`config.mk`:
```
export PLATFORM = sky130hd
export DESIGN_NAME = contiguous_fit_allocator_top
export DESIGN_NICKNAME = d
export VERILOG_FILES = /design/src/hw/rtl/cfa_pkg.sv /design/src/hw/rtl/contiguous_fit_allocator_top.sv /design/src/hw/rtl/cfa_ram.sv
export VERILOG_INCLUDE_DIRS = /design/src /design/src/hw/rtl
export SDC_FILE = /design/constraint.sdc
export NUM_CORES = 2
export LEC_CHECK = 0
export BUFFER_PORTS_ARGS = -buffer_cell sky130_fd_sc_hd__buf_2
export CELL_PAD_IN_SITES_DETAIL_PLACEMENT = 0
export CELL_PAD_IN_SITES_GLOBAL_PLACEMENT = 1
export CORE_MARGIN = 2
export CORE_UTILIZATION = 31
export CTS_CLUSTER_DIAMETER = 200
export DETAILED_ROUTE_END_ITERATION = 10
export GPL_ROUTABILITY_DRIVEN = 0
export PLACE_DENSITY_LB_ADDON = 0.1
export SLEW_MARGIN = 20
export SYNTH_ARGS = -nofsm -noshare
export SYNTH_HDL_FRONTEND = slang
export SYNTH_SLANG_ARGS = --single-unit
```
`constraint.sdc`:
```
create_clock -name clk -period 13 [get_ports clk]
set_input_delay 0 -clock clk [delete_from_list [all_inputs] [get_ports clk]]
set_output_delay 0 -clock clk [all_outputs]
set_load 0.005 [all_outputs]
```
`src/hw/rtl/assert_macros.svh`:
```
// Assertion macros used by the top level of the allocator.
`ifndef ASSERT_MACROS_SVH
`define ASSERT_MACROS_SVH

// Checks a property on every rising edge of clk while reset is released.
`define ASSERT_CLK(label, prop) \
	label: assert property (@(posedge clk) disable iff (!arst_n) (prop)) \
		else $error("assertion failed");

// Checks that a condition never holds while reset is released.
`define ASSERT_NEVER(label, cond) \
	label: assert property (@(posedge clk) disable iff (!arst_n) !(cond)) \
		else $error("forbidden condition seen");

`endif

```
`src/hw/rtl/cfa_pkg.sv`:
```
// Shared codes of the contiguous region allocator.
package cfa_pkg;

	localparam int unsigned OWNER_W = 16;

	typedef enum logic [1:0] {
		REQ_INIT  = 2'd0,
		REQ_ALLOC = 2'd1,
		REQ_FREE  = 2'd2,
		REQ_CLEAR = 2'd3
	} req_t;

	typedef enum logic [1:0] {
		FIT_FIRST = 2'd0,
		FIT_BEST  = 2'd1,
		FIT_WORST = 2'd2,
		FIT_NEXT  = 2'd3
	} policy_t;

	typedef enum logic [2:0] {
		ST_OK             = 3'd0,
		ST_NOT_CONFIGURED = 3'd1,
		ST_BAD_SIZE       = 3'd2,
		ST_NO_FIT         = 3'd3,
		ST_NOT_ALLOCATED  = 3'd4,
		ST_TABLE_FULL     = 3'd5,
		ST_ALREADY        = 3'd6,
		ST_DONE           = 3'd7
	} status_t;

endpackage

```
`src/hw/rtl/contiguous_fit_allocator_top.sv`:
```
// Top level of the contiguous region allocator with fit policies and coalescing.
// Initialize, clear and rejected requests go straight to the response. An allocate reads
// one entry a cycle: a first or next fit stops at the first fitting entry, a best or worst
// fit reads every entry; next fit first reduces its start position modulo entry_count.
// A split moves the entries above the pick up by one; a free searches for the owner, and a
// merge moves the entries above it down. Reset clears control state.
`include "assert_macros.svh"

module contiguous_fit_allocator_top #(
	parameter int unsigned MEM_SIZE    = 1024,
	parameter int unsigned MAX_ENTRIES = 64
) (
	input  logic        clk,
	input  logic        arst_n,
	input  logic        in_valid,
	output logic        in_ready,
	input  logic [1:0]  req_type,
	input  logic [10:0] request_size,
	input  logic [15:0] owner_id,
	output logic        out_valid,
	input  logic        out_ready,
	output logic [2:0]  status,
	output logic [15:0] assigned_owner,
	output logic [9:0]  region_base,
	output logic [9:0]  region_limit,
	input  logic        cfg_valid,
	output logic        cfg_ready,
	input  logic [1:0]  cfg_data
);

	// Table geometry. Each RAM word packs base, size, free mark and owner.
	localparam int unsigned IW = $clog2(MAX_ENTRIES);
	localparam int unsigned CW = $clog2(MAX_ENTRIES + 1);
	localparam int unsigned AW = $clog2(MEM_SIZE);
	localparam int unsigned SW = $clog2(MEM_SIZE + 1);
	localparam int unsigned XW = (SW > 11) ? SW : 11;
	localparam int unsigned OW = cfa_pkg::OWNER_W;
	localparam int unsigned EW = AW + SW + 1 + OW;
	localparam int unsigned FB = OW;
	localparam int unsigned SL = OW + 1;
	localparam int unsigned BL = OW + 1 + SW;

	typedef enum logic [3:0] {
		S_IDLE, S_MOD, S_SCAN, S_DECIDE, S_SPLIT_SHIFT, S_SPLIT_WR,
		S_USED_WR, S_FREE_NEXT, S_FREE_SHIFT, S_RESP
	} state_t;

	state_t state_q;

	logic [CW-1:0] cnt_q;
	logic [IW-1:0] pos_q;
	logic [OW-1:0] ctr_q;
	logic          conf_q;
	logic [1:0]    policy_q;
	logic [1:0]    req_q;
	logic [10:0]   size_q;
	logic [OW-1:0] owner_q;

	logic [IW-1:0] rd_ptr_q;
	logic [CW-1:0] steps_q;
	logic          chk_s1;
	logic [IW-1:0] idx_s1;
	logic          found_q;
	logic [IW-1:0] pick_q;
	logic [EW-1:0] pick_ent_q;
	logic [EW-1:0] prev_q;
	logic          split_q;
	logic [CW-1:0] sh_q;
	logic          wv_s1;
	logic [IW-1:0] wa_s1;
	logic [1:0]    rem_q;

	logic [2:0]    r_status_q;
	logic [OW-1:0] r_owner_q;
	logic [9:0]    r_base_q;
	logic [9:0]    r_limit_q;
	logic          out_valid_q;

	logic          ram_we;
	logic [IW-1:0] ram_waddr;
	logic [EW-1:0] ram_wdata;
	logic [IW-1:0] ram_raddr;
	logic [EW-1:0] ram_rdata;

	cfa_ram #(.W(EW), .D(MAX_ENTRIES)) u_table (
		.clk   (clk),
		.we    (ram_we),
		.waddr (ram_waddr),
		.wdata (ram_wdata),
		.raddr (ram_raddr),
		.rdata (ram_rdata)
	);

	// The policy is written only while no request is in progress. A pending
	// configuration transaction goes ahead of a request offered in the same cycle.
	assign cfg_ready = (state_q == S_IDLE);
	assign in_ready  = (state_q == S_IDLE) && !cfg_valid;

	logic in_fire;
	assign in_fire = in_valid && in_ready;

	// Fields of the entry arriving from the RAM.
	logic          e_free;
	logic [SW-1:0] e_size;
	logic [OW-1:0] e_owner;
	assign e_free  = ram_rdata[FB];
	assign e_size  = ram_rdata[BL-1:SL];
	assign e_owner = ram_rdata[OW-1:0];

	logic [SW-1:0] p_size;
	logic [AW-1:0] p_base;
	assign p_size = pick_ent_q[BL-1:SL];
	assign p_base = pick_ent_q[EW-1:BL];

	logic [SW-1:0] req_size;
	assign req_size = XW'(size_q) > XW'(MEM_SIZE) ? SW'(0) : SW'(size_q);

	logic fit_hit, better, owner_hit, issue;
	assign fit_hit   = e_free && (XW'(e_size) >= XW'(size_q));
	assign owner_hit = !e_free && (e_owner == owner_q);
	assign better    = !found_q
		|| (policy_q == cfa_pkg::FIT_BEST  && e_size < p_size)
		|| (policy_q == cfa_pkg::FIT_WORST && e_size > p_size);
	assign issue     = steps_q < cnt_q;

	logic [IW-1:0] rd_ptr_next;
	assign rd_ptr_next = (CW'(rd_ptr_q) + CW'(1) == cnt_q) ? '0 : IW'(rd_ptr_q + 1'b1);

	// Coalescing of a released region with its free neighbors.
	logic          pf, nf, nxt_ok;
	logic [IW-1:0] dst;
	logic [AW-1:0] m_base;
	logic [SW-1:0] m_size;
	logic [1:0]    rem;
	assign nxt_ok = (CW'(pick_q) + CW'(1)) < cnt_q;
	assign pf     = (pick_q != '0) && prev_q[FB];
	assign nf     = nxt_ok && e_free;
	assign dst    = pf ? IW'(pick_q - 1'b1) : pick_q;
	assign m_base = pf ? prev_q[EW-1:BL] : p_base;
	assign m_size = (pf ? prev_q[BL-1:SL] : SW'(0)) + p_size + (nf ? e_size : SW'(0));
	assign rem    = 2'(pf) + 2'(nf);

	logic [CW-1:0] sh_dst;
	assign sh_dst = sh_q - CW'(rem_q);

	logic [31:0] lim_full;
	assign lim_full = 32'(p_base) + 32'(size_q) - 32'd1;

	always_comb begin
		ram_we    = 1'b0;
		ram_waddr = '0;
		ram_wdata = '0;
		ram_raddr = rd_ptr_q;
		unique case (state_q)
			S_IDLE: begin
				if (in_fire && req_type == cfa_pkg::REQ_INIT && !conf_q) begin
					ram_we    = 1'b1;
					ram_wdata = {AW'(0), SW'(MEM_SIZE), 1'b1, OW'(0)};
				end
			end
			S_SPLIT_SHIFT, S_FREE_SHIFT: begin
				ram_raddr = sh_q[IW-1:0];
				ram_we    = wv_s1;
				ram_waddr = wa_s1;
				ram_wdata = ram_rdata;
			end
			S_SPLIT_WR: begin
				ram_we    = 1'b1;
				ram_waddr = IW'(pick_q + 1'b1);
				ram_wdata = {AW'(p_base + AW'(req_size)), SW'(p_size - req_size), 1'b1, OW'(0)};
			end
			S_USED_WR: begin
				ram_we    = 1'b1;
				ram_waddr = pick_q;
				ram_wdata = {p_base, req_size, 1'b0, ctr_q};
			end
			S_FREE_NEXT: begin
				ram_we    = 1'b1;
				ram_waddr = dst;
				ram_wdata = {m_base, m_size, 1'b1, OW'(0)};
			end
			default: begin
			end
		endcase
	end

	always_ff @(posedge clk or negedge arst_n) begin
		if (!arst_n) begin
			state_q     <= S_IDLE;
			cnt_q       <= '0;
			pos_q       <= '0;
			ctr_q       <= '0;
			conf_q      <= 1'b0;
			policy_q    <= cfa_pkg::FIT_FIRST;
			chk_s1      <= 1'b0;
			wv_s1       <= 1'b0;
			out_valid_q <= 1'b0;
		end else begin
			if (cfg_valid && cfg_ready) begin
				policy_q <= cfg_data;
			end
			if (out_valid_q && out_ready) begin
				out_valid_q <= 1'b0;
			end
			unique case (state_q)
				S_IDLE: begin
					if (in_fire) begin
						req_q     <= req_type;
						size_q    <= request_size;
						owner_q   <= owner_id;
						r_status_q <= cfa_pkg::ST_OK;
						r_owner_q <= '0;
						r_base_q  <= '0;
						r_limit_q <= '0;
						rd_ptr_q  <= '0;
						steps_q   <= '0;
						chk_s1    <= 1'b0;
						found_q   <= 1'b0;
						state_q   <= S_RESP;
						unique case (req_type)
							cfa_pkg::REQ_INIT: begin
								if (conf_q) begin
									r_status_q <= cfa_pkg::ST_ALREADY;
								end else begin
									cnt_q  <= CW'(1);
									ctr_q  <= '0;
									conf_q <= 1'b1;
								end
							end
							cfa_pkg::REQ_ALLOC: begin
								if (!conf_q) begin
									r_status_q <= cfa_pkg::ST_NOT_CONFIGURED;
								end else if (request_size == '0
										|| XW'(request_size) > XW'(MEM_SIZE)) begin
									r_status_q <= cfa_pkg::ST_BAD_SIZE;
								end else begin
									ctr_q     <= ctr_q + 1'b1;
									r_owner_q <= ctr_q + 1'b1;
									if (policy_q == cfa_pkg::FIT_NEXT) begin
										rd_ptr_q <= pos_q;
										state_q  <= S_MOD;
									end else begin
										state_q  <= S_SCAN;
									end
								end
							end
							cfa_pkg::REQ_FREE: begin
								if (!conf_q) begin
									r_status_q <= cfa_pkg::ST_NOT_CONFIGURED;
								end else begin
									state_q <= S_SCAN;
								end
							end
							default: begin
								cnt_q      <= '0;
								ctr_q      <= '0;
								conf_q     <= 1'b0;
								r_status_q <= cfa_pkg::ST_DONE;
							end
						endcase
					end
				end
				S_MOD: begin
					// Reduce the circular start position below the current entry count.
					if (CW'(rd_ptr_q) >= cnt_q) begin
						rd_ptr_q <= IW'(CW'(rd_ptr_q) - cnt_q);
					end else begin
						state_q <= S_SCAN;
					end
				end
				S_SCAN: begin
					chk_s1 <= issue;
					idx_s1 <= rd_ptr_q;
					if (issue) begin
						rd_ptr_q <= rd_ptr_next;
						steps_q  <= steps_q + 1'b1;
					end
					if (chk_s1) begin
						if (req_q == cfa_pkg::REQ_ALLOC) begin
							if (fit_hit && better) begin
								found_q    <= 1'b1;
								pick_q     <= idx_s1;
								pick_ent_q <= ram_rdata;
								if (policy_q == cfa_pkg::FIT_FIRST
										|| policy_q == cfa_pkg::FIT_NEXT) begin
									chk_s1  <= 1'b0;
									state_q <= S_DECIDE;
								end
							end
						end else begin
							if (owner_hit) begin
								pick_q     <= idx_s1;
								pick_ent_q <= ram_rdata;
								chk_s1     <= 1'b0;
								state_q    <= S_FREE_NEXT;
							end else begin
								prev_q <= ram_rdata;
							end
						end
					end else if (!issue) begin
						if (req_q == cfa_pkg::REQ_ALLOC) begin
							state_q <= S_DECIDE;
						end else begin
							r_status_q <= cfa_pkg::ST_NOT_ALLOCATED;
							state_q    <= S_RESP;
						end
					end
				end
				S_DECIDE: begin
					if (!found_q) begin
						r_status_q <= cfa_pkg::ST_NO_FIT;
						state_q    <= S_RESP;
					end else begin
						if (policy_q == cfa_pkg::FIT_NEXT) begin
							pos_q <= pick_q;
						end
						split_q <= p_size > req_size;
						if (p_size > req_size) begin
							if (cnt_q == CW'(MAX_ENTRIES)) begin
								r_status_q <= cfa_pkg::ST_TABLE_FULL;
								state_q    <= S_RESP;
							end else begin
								sh_q    <= cnt_q - 1'b1;
								wv_s1   <= 1'b0;
								state_q <= S_SPLIT_SHIFT;
							end
						end else begin
							state_q <= S_USED_WR;
						end
					end
				end
				S_SPLIT_SHIFT: begin
					// Move the tail up by one, top entry first.
					if (sh_q > CW'(pick_q)) begin
						wv_s1 <= 1'b1;
						wa_s1 <= IW'(sh_q + 1'b1);
						sh_q  <= sh_q - 1'b1;
					end else begin
						wv_s1 <= 1'b0;
						if (!wv_s1) begin
							state_q <= S_SPLIT_WR;
						end
					end
				end
				S_SPLIT_WR: begin
					state_q <= S_USED_WR;
				end
				S_USED_WR: begin
					if (split_q) begin
						cnt_q <= cnt_q + 1'b1;
					end
					r_base_q  <= 10'(p_base);
					r_limit_q <= lim_full[9:0];
					state_q   <= S_RESP;
				end
				S_FREE_NEXT: begin
					rem_q <= rem;
					if (rem == 2'd0) begin
						state_q <= S_RESP;
					end else begin
						sh_q    <= CW'(dst) + CW'(1) + CW'(rem);
						wv_s1   <= 1'b0;
						state_q <= S_FREE_SHIFT;
					end
				end
				S_FREE_SHIFT: begin
					// Close the gap left by the merged neighbors, lowest entry first.
					if (sh_q < cnt_q) begin
						wv_s1 <= 1'b1;
						wa_s1 <= sh_dst[IW-1:0];
						sh_q  <= sh_q + 1'b1;
					end else begin
						wv_s1 <= 1'b0;
						if (!wv_s1) begin
							cnt_q   <= cnt_q - CW'(rem_q);
							state_q <= S_RESP;
						end
					end
				end
				S_RESP: begin
					if (!out_valid_q || out_ready) begin
						out_valid_q <= 1'b1;
						state_q     <= S_IDLE;
					end
				end
				default: begin
					state_q <= S_IDLE;
				end
			endcase
		end
	end

	// The output register is loaded only from the response state.
	always_ff @(posedge clk) begin
		if (state_q == S_RESP && (!out_valid_q || out_ready)) begin
			status         <= r_status_q;
			assigned_owner <= r_owner_q;
			region_base    <= r_base_q;
			region_limit   <= r_limit_q;
		end
	end

	assign out_valid = out_valid_q;

	`ASSERT_CLK(a_conf_count, conf_q == (cnt_q != '0))
	`ASSERT_NEVER(a_count_range, cnt_q > CW'(MAX_ENTRIES))
	`ASSERT_CLK(a_out_hold, out_valid_q && !out_ready |=> out_valid_q)
	`ASSERT_NEVER(a_accept_busy, in_fire && state_q != S_IDLE)

endmodule

```
`src/hw/rtl/cfa_ram.sv`:
```
// Generic single-write, single-read RAM with a registered read port.
module cfa_ram #(
	parameter int unsigned W = 8,
	parameter int unsigned D = 16
) (
	input  logic                 clk,
	input  logic                 we,
	input  logic [$clog2(D)-1:0] waddr,
	input  logic [W-1:0]         wdata,
	input  logic [$clog2(D)-1:0] raddr,
	output logic [W-1:0]         rdata
);

	logic [W-1:0] mem [D];

	always_ff @(posedge clk) begin
		if (we) begin
			mem[waddr] <= wdata;
		end
		rdata <= mem[raddr];
	end

endmodule
```
== Word level (Yosys, flattened, before mapping) ==
Memory sizes are Yosys's and may differ from the RTL's. A register that Yosys moved wholly into a read port is not among the register bits.
Cells that the tools add are included.

* Input bits: 36
* Bits in latches: 0
* Output and inout port bits: 42
* Register bits after elaboration: 264
* ROM bits: 0
* Logic and storage cells: 300
* Memories kept: 1
* Memory bits (writable): 2432

* $add $sub $neg: 23
* Shift-type cells: 0
* Reductions and logical operators: 62
* Multiply operators: 0
* Divide/modulo/power cells: 0
* $lt $le $gt $ge: 11
* Bitwise operators: 6
* Muxes and demuxes: 114
* Eq/ne operators: 52

{| class="wikitable"
|+ Memory list
! memory !! words !! width !! rd ports !! clocked after Yosys merged registers in !! write ports !! line !! source
|-
| u_table.mem || 64 || 38 || 1 || 1 || 1 || cfa_ram.sv:14 || <nowiki>logic [W-1:0] mem [D];</nowiki>
|}

{| class="wikitable"
|+ Operators by type and width
! kind !! number
|-
| one-hot mux 38 bit (5 select lines) || 1
|-
| two-way mux 38 bit || 3
|-
| two-way mux 7 bit || 13
|-
| two-way mux 6 bit || 15
|-
| two-way mux 4 bit || 20
|-
| inequality test 2 bit (second input constant) || 25
|-
| two-way mux 16 bit || 3
|-
| one-hot mux 16 bit (3 select lines) || 1
|-
| one-hot mux 10 bit (2 select lines) || 2
|-
| one-hot mux 4 bit (10 select lines) || 1
|-
| two-way mux 11 bit || 3
|-
| two-way mux 28 bit || 1
|-
| one-hot mux 7 bit (2 select lines) || 2
|-
| one-hot mux 7 bit (4 select lines) || 1
|-
| two-way mux 3 bit || 8
|-
| one-hot mux 6 bit (4 select lines) || 1
|-
| two-way mux 1 bit || 23
|-
| adder 11 bit || 2
|-
| greater-than comparator 11 bit || 2
|-
| greater-than comparator 11 bit (second input constant) || 2
|-
| adder 6 x 1 -> 7 bit (second input constant) || 3
|-
| adder 7 x 1 -> 7 bit (second input constant) || 3
|-
| less-than comparator 7 bit || 3
|-
| one-hot mux 7 bit (3 select lines) || 1
|-
| 58 further kinds || 129
|}

== Logic depth before layout (Yosys ltp) ==
* Word-level depth: 9
* Gate-level depth with buffers: 23
* Depth with buffers taken out: 21

== Cells and area by module ==
From an unflattened synthesis, not the netlist that was laid out.

* Cell total of the unflattened synthesis: 5405
* Area total of the unflattened synthesis: 107824.7 um^2

{| class="wikitable"
|+ By module, submodules not included
! module !! instances !! cells each !! area an instance (um^2) !! sequential area each (um^2)
|-
| cfa_ram || 1 || 3993 || 93055.5 || 73790.8
|-
| contiguous_fit_allocator_top || 1 || 1412 || 14769.2 || 6741.5
|}

== Worst setup path after synthesis ==
Ideal clock, no wire load.

* Path type: reg2reg
* Start point: register pick_q[0]
* End point: memory u_table.mem[0][27] in the netlist's numbering, data pin
* Buffers on the path: 2
* Required time: 12.298 ns
* Arrival: 6.862 ns
* Setup time: 0.702 ns
* Slack: 5.436 ns
* Period minus slack after synthesis: 7.564 ns
* Stages on the path, launching flop included: 20
* Path through: edfxtp_1 clkbuf_1 inv_1 ha_1 ha_1 a21boi_0 o21ai_0 a21oi_1 nor4b_1 clkbuf_1 and2_1 fa_1 ha_1 a21o_1 a21oi_1 o21ai_0 o41ai_1 o21ai_0 xnor2_1 o21ai_0

* Word-level cells in the longest chain between the ends: 6
* Elaborated cells between the ends (all ways): 10
* Those cells by class: 3 x add/sub; 1 x order compare; 3 x mux; 3 x reduce/logical

{| class="wikitable"
|+ Ends and longest elaborated chain
! element !! line !! source
|-
| from (decl) || contiguous_fit_allocator_top.sv:64 || <nowiki>logic [IW-1:0] pick_q;</nowiki>
|-
| from (signal assigned) || contiguous_fit_allocator_top.sv:282 || <nowiki>pick_q <= idx_s1;</nowiki>
|-
| from (signal assigned) || contiguous_fit_allocator_top.sv:292 || <nowiki>pick_q <= idx_s1;</nowiki>
|-
| adder 6 x 1 -> 7 bit or nonzero test 6 bit (tied branches) || contiguous_fit_allocator_top.sv:135, contiguous_fit_allocator_top.sv:136 ||
|-
| less-than comparator 7 bit or logical AND 1 bit (tied branches) || contiguous_fit_allocator_top.sv:135, contiguous_fit_allocator_top.sv:136 ||
|-
| logical AND 1 bit or two-way mux 11 bit (tied branches) || contiguous_fit_allocator_top.sv:137, contiguous_fit_allocator_top.sv:140 ||
|-
| two-way mux 11 bit or adder 11 bit (tied branches) || contiguous_fit_allocator_top.sv:140 || <nowiki>assign m_size = (pf ? prev_q[BL-1:SL] : SW'(0)) + p_size + (nf ? e_size : SW'(0));</nowiki>
|-
| adder 11 bit * || contiguous_fit_allocator_top.sv:140 ||
|-
| one-hot mux 38 bit (5 select lines) * || contiguous_fit_allocator_top.sv:154 || <nowiki>unique case (state_q)</nowiki>
|-
| via ram_wdata[27] || contiguous_fit_allocator_top.sv:81 || <nowiki>logic [EW-1:0] ram_wdata;</nowiki>
|-
| to (decl) || cfa_ram.sv:14 ||
|}

Mark *: on every way through the listed nets, which the timed path passes. The rest lies on a longest branch.

== Worst setup path in the final report ==
* Start point: register state_q[0]
* End point: memory u_table.mem[14][15] in the netlist's numbering (enable)

* Word-level cells in the longest chain between the ends: 9
* Elaborated cells between the ends (all ways): 17
* Those cells by class: 5 x eq/ne; 5 x mux; 7 x reduce/logical

{| class="wikitable"
|+ Ends and longest elaborated chain
! element !! line !! source
|-
| from (decl) || contiguous_fit_allocator_top.sv:48 || <nowiki>state_t state_q;</nowiki>
|-
| from (signal assigned) || contiguous_fit_allocator_top.sv:189 || <nowiki>state_q <= S_IDLE;</nowiki>
|-
| from (signal assigned) || contiguous_fit_allocator_top.sv:219 || <nowiki>state_q <= S_RESP;</nowiki>
|-
| from (signal assigned) || contiguous_fit_allocator_top.sv:241 || <nowiki>state_q <= S_MOD;</nowiki>
|-
| zero test 4 bit || contiguous_fit_allocator_top.sv:97, contiguous_fit_allocator_top.sv:154 ||
|-
| logical AND 1 bit || contiguous_fit_allocator_top.sv:97 || <nowiki>assign in_ready = (state_q == S_IDLE) && !cfg_valid;</nowiki>
|-
| logical AND 1 bit || contiguous_fit_allocator_top.sv:100 || <nowiki>assign in_fire = in_valid && in_ready;</nowiki>
|-
| logical AND 1 bit (2 in series) || contiguous_fit_allocator_top.sv:156 || <nowiki>if (in_fire && req_type == cfa_pkg::REQ_INIT && !conf_q) begin</nowiki>
|-
| two-way mux 1 bit || contiguous_fit_allocator_top.sv:156 ||
|-
| one-hot mux 1 bit (3 select lines) || contiguous_fit_allocator_top.sv:154 ||
|-
| two-way mux 1 bit || cfa_ram.sv:17 || <nowiki>if (we) begin</nowiki>
|-
| two-way mux 1 bit (not written as such) || cfa_ram.sv:18 || <nowiki>mem[waddr] <= wdata;</nowiki>
|}

Several ways; a longest one is shown, not always the timed one.

==> flow_summary_export.csv <==
group,metric,value,unit
synth,synth_edf_count,2624,
cts,h-tree-depth,5,
timing,final.setup_skew,0.0513,ns
synth,netlist_area,0.110,sq mm
drt,drt_wl_total,443000,um
worst_setup_path,r2r_slack,6.47,ns
status,status,"completed",
drt,drtAntennaViolNets,0,
min_path,hold_class,"primary input to register",
timing,tightestPinTransition,1.21,ns
timing,holdWs,0.235,ns
drt,routedWlPerCell,36.2,um
worst_setup_path,crit_type,"register to register",
pwr,p_leak,42.5,nW
timing,rsz0062_at_grt,"no",
timing,slew_violations,0,
global_routing,grt_max_degree,118,
synth,ys_async_sr_fraction,1.44,%
worst_setup_path,cp_slowest_cell,"nor2_4",
worst_setup_path,arrival,7.03,ns
synth,ys.warnings.count,0,
drt,detail_route.drc_violations,0,
pwr,total_power,0.0327,W
worst_setup_path,path_delay_family,"simple AND/OR/NAND/NOR gates",
global_routing,grt_pass1_vias,65500,
floorplan,rows,218,
synth,synth_cell_types,85,
finish,mostFrequentLayoutCells,"edfxtp_1, nand2_1, clkbuf_16",
cts,ctsResizeCount,0,
cts,numCtsBuffers,315,
finish,layout-drive-gt1-share,15.8,%
worst_setup_path,end_kind,"register",
global_routing,grt_pass1_wl,593000,um
cts,cts_tree,"yes",
place,hpwl,265000,um
floorplan,initial_core_util,31.1,%
timing,period_share,50.2,%
synth,synth_seq_cells,2701,
timing,fmax,153,MHz
timing,finalHoldViolations,0,
synth,synth_seq_area_share,73.5,%
worst_setup_path,crit_fanout,27,
floorplan,io_pins,78,
drt,drt_iter0_markers,8577,
cts,cts_root_buffer,"clkbuf_16",
cts,clk_latency,0.93,ns
global_routing,grt_use_total,24.3,%
synth,syn_inst,6927,
global_routing,antenna_found_initial,45,
floorplan,die_h,599,um
floorplan,core,0.352,sq mm
synth,synth_area_per_cell,15.8,sq um
synth,synthFlopType,"edfxtp_1",
finish,fillCellCount,33300,
floorplan,die_w,599,um
finish,final_cells,12200,
floorplan,die-area,0.358,sq mm
timing,fin_setup_tns,0,ns
place,numPortBuffers,77,
timing,finalCriticalPeriod,6.53,ns
worst_setup_path,crit_required,13.51,ns
finish,final_common_cell,"edfxtp_1",
drt,viasPerCell,5.50,
place,placed_cells,11600,
pwr,power_density,256,mW/mm^2
worst_setup_path,crit_chain,"nor2_2 > nand2_1 > inv_1 > nand2_1 > nor3b_1 > nand3b_1 > and2_1 > and2_1 > nand2_1 > nor2_4 > buf_4",
timing,finalSetupViolations,0,
finish,area_growth,16.7,%
cts,clk_pin_slew,0.06,ns
pwr,ir_worst_vdd,0.000189,V
worst_setup_path,path_common_cell,"nand2_1",
worst_setup_path,slowest_delay,0.96,ns
global_routing,overflow,0,
drt,dr.pass1.iters,6,
worst_setup_path,crit_buf_inv,2,
finish,nNetsFinal,7421,
drt,vias,67300,
job,max_cap_viol_count,0,
timing,max_slew_margin,19.2,%
cts,cts.sink_count,2701,
cts,cts_buffer_depth,4,
worst_setup_path,start_kind,"register",
synth,syn-num-nets,7107,
## stage by stage
| stage | utilization, % | setup WS, ns | cell area (sq um) |
|---|---|---|---|
| 2_1_floorplan | - | 5.44 | 110000 |
| 3_5_place_dp | 33.3 | 6.65 | 117000 |
| 3_3_place_gp | 33.3 | 6.77 | 117000 |
| 5_1_grt | 36.3 | 6.27 | 128000 |
| 6_report | 36.3 | 6.47 | 128000 |
| 4_1_cts | 36.3 | 6.60 | 128000 |
## registers in the layout (all words and copies together) (netlist names), 7 cells and up
signal	flops
u_table.mem	2432
u_table.rdata	38
prev_q	22
pick_ent_q	21
assigned_owner	16
ctr_q	16
owner_q	16
r_owner_q	16
size_q	11
r_base_q	10
r_limit_q	10
region_base	10
region_limit	10
cnt_q	7
sh_q	7
steps_q	7
## layer usage
| metal | track usage (%) | share of wire, % | vias up |
|---|---|---|---|
| li1 | - | - | 28000 |
| met1 | 33.8 | 43 | 36100 |
| met2 | 39.3 | 47 | 2759 |
| met3 | 4.42 | 7.2 | 475 |
| met4 | 5.63 | 2.4 | 6 |
| met5 | 0 | 0.0092 | - |
## what timing repair did
action	4_1_cts	5_1_grt
setup buffers	0	0
hold buffers	70	0
hold endpoints to repair	104	0
setup endpoints to repair	0	0
## synthesized netlist by cell type, types with 19 or more instances
| cell type | n | area (sq um) |
|---|---|---|
| inv_1 | 117 | 439 |
| nor2_1 | 209 | 785 |
| a22o_1 | 37 | 324 |
| and2_1 | 26 | 163 |
| dfrtp_1 | 39 | 976 |
| a211oi_1 | 202 | 1520 |
| nand2_1 | 988 | 3710 |
| nor4_1 | 20 | 125 |
| clkbuf_1 | 193 | 724 |
| nor3_1 | 39 | 195 |
| xor2_1 | 52 | 455 |
| and3_1 | 228 | 1430 |
| edfxtp_1 | 2624 | 78800 |
| nand4_1 | 37 | 231 |
| mux2i_1 | 91 | 911 |
| ha_1 | 126 | 1580 |
| buf_2 | 127 | 636 |
| o31ai_1 | 20 | 150 |
| o21ai_0 | 146 | 731 |
| nor2b_1 | 34 | 213 |
| a21oi_1 | 284 | 1420 |
| a22oi_1 | 50 | 375 |
| mux2_2 | 19 | 214 |
| buf_1 | 43 | 161 |
| buf_4 | 26 | 195 |
| o2111ai_1 | 43 | 377 |
| nand2b_1 | 33 | 206 |
| mux4_2 | 262 | 5900 |
| a21o_1 | 24 | 180 |
| a31oi_1 | 81 | 507 |
| a221oi_1 | 50 | 438 |
| xnor2_1 | 56 | 490 |
| a311oi_1 | 67 | 587 |
| dfxtp_1 | 38 | 761 |
| nand3_1 | 209 | 1050 |
## power breakdown
part | leakage [nW] | switching (W) | internal, W | total [W]
Combinational | 12.7 | 0.00914 | 0.00346 | 0.0126
Sequential | 25.0 | 0.000437 | 0.0110 | 0.0114
Clock | 4.83 | 0.00365 | 0.00504 | 0.00869
## path summary, 6_finish.rpt
check                             from  depth (start not counted)                   to
min                        req_type[0]                          5        r_status_q[0]
min reg2reg                  idx_s1[4]                          0            pick_q[4]
max in group asynchronous       arst_n                          4            ctr_q[10]
min in group asynchronous       arst_n                          4             cnt_q[4]
max reg2reg                 state_q[0]                         11  u_table.mem[14][15]
max                         state_q[0]                         11  u_table.mem[14][15]
## worst reg2reg max path, delay by kind of cell (launching register included)
family	cells	cell delay, ns
simple gates	9	4.34
buf+inv	2	1.09
flops	1	0.61
## cell families (layout without fill, tap and decap cells)
| kind of cell | Yosys count | count (layout) | synth area share, % |
|---|---|---|---|
| compound gates | 1194 | 1194 | 7.54 |
| mux | 372 | 372 | 6.41 |
| other cells | 0 | 13 | 0 |
| fa+ha+maj | 144 | 144 | 1.77 |
| simple gates | 1893 | 1893 | 7.90 |
| flops | 2701 | 2701 | 73.5 |
| xor+xnor | 109 | 109 | 0.878 |
| buf+inv | 514 | 1083 | 2.05 |
## cell type report
cell class | count | area, sq um | area share [%]
clock inverters | 149 | 1320 | 1.04
diodes | 13 | 32.5 | 0.0254
clock buffers | 423 | 8560 | 6.69
flip-flops and latches | 2701 | 80500 | 63.0
well taps | 4730 | 5920 | 4.63
inverters | 117 | 439 | 0.343
multi-input cells | 3712 | 28000 | 21.9
repair buffers | 394 | 3070 | 2.40
Power figures use the tool's default switching activity.
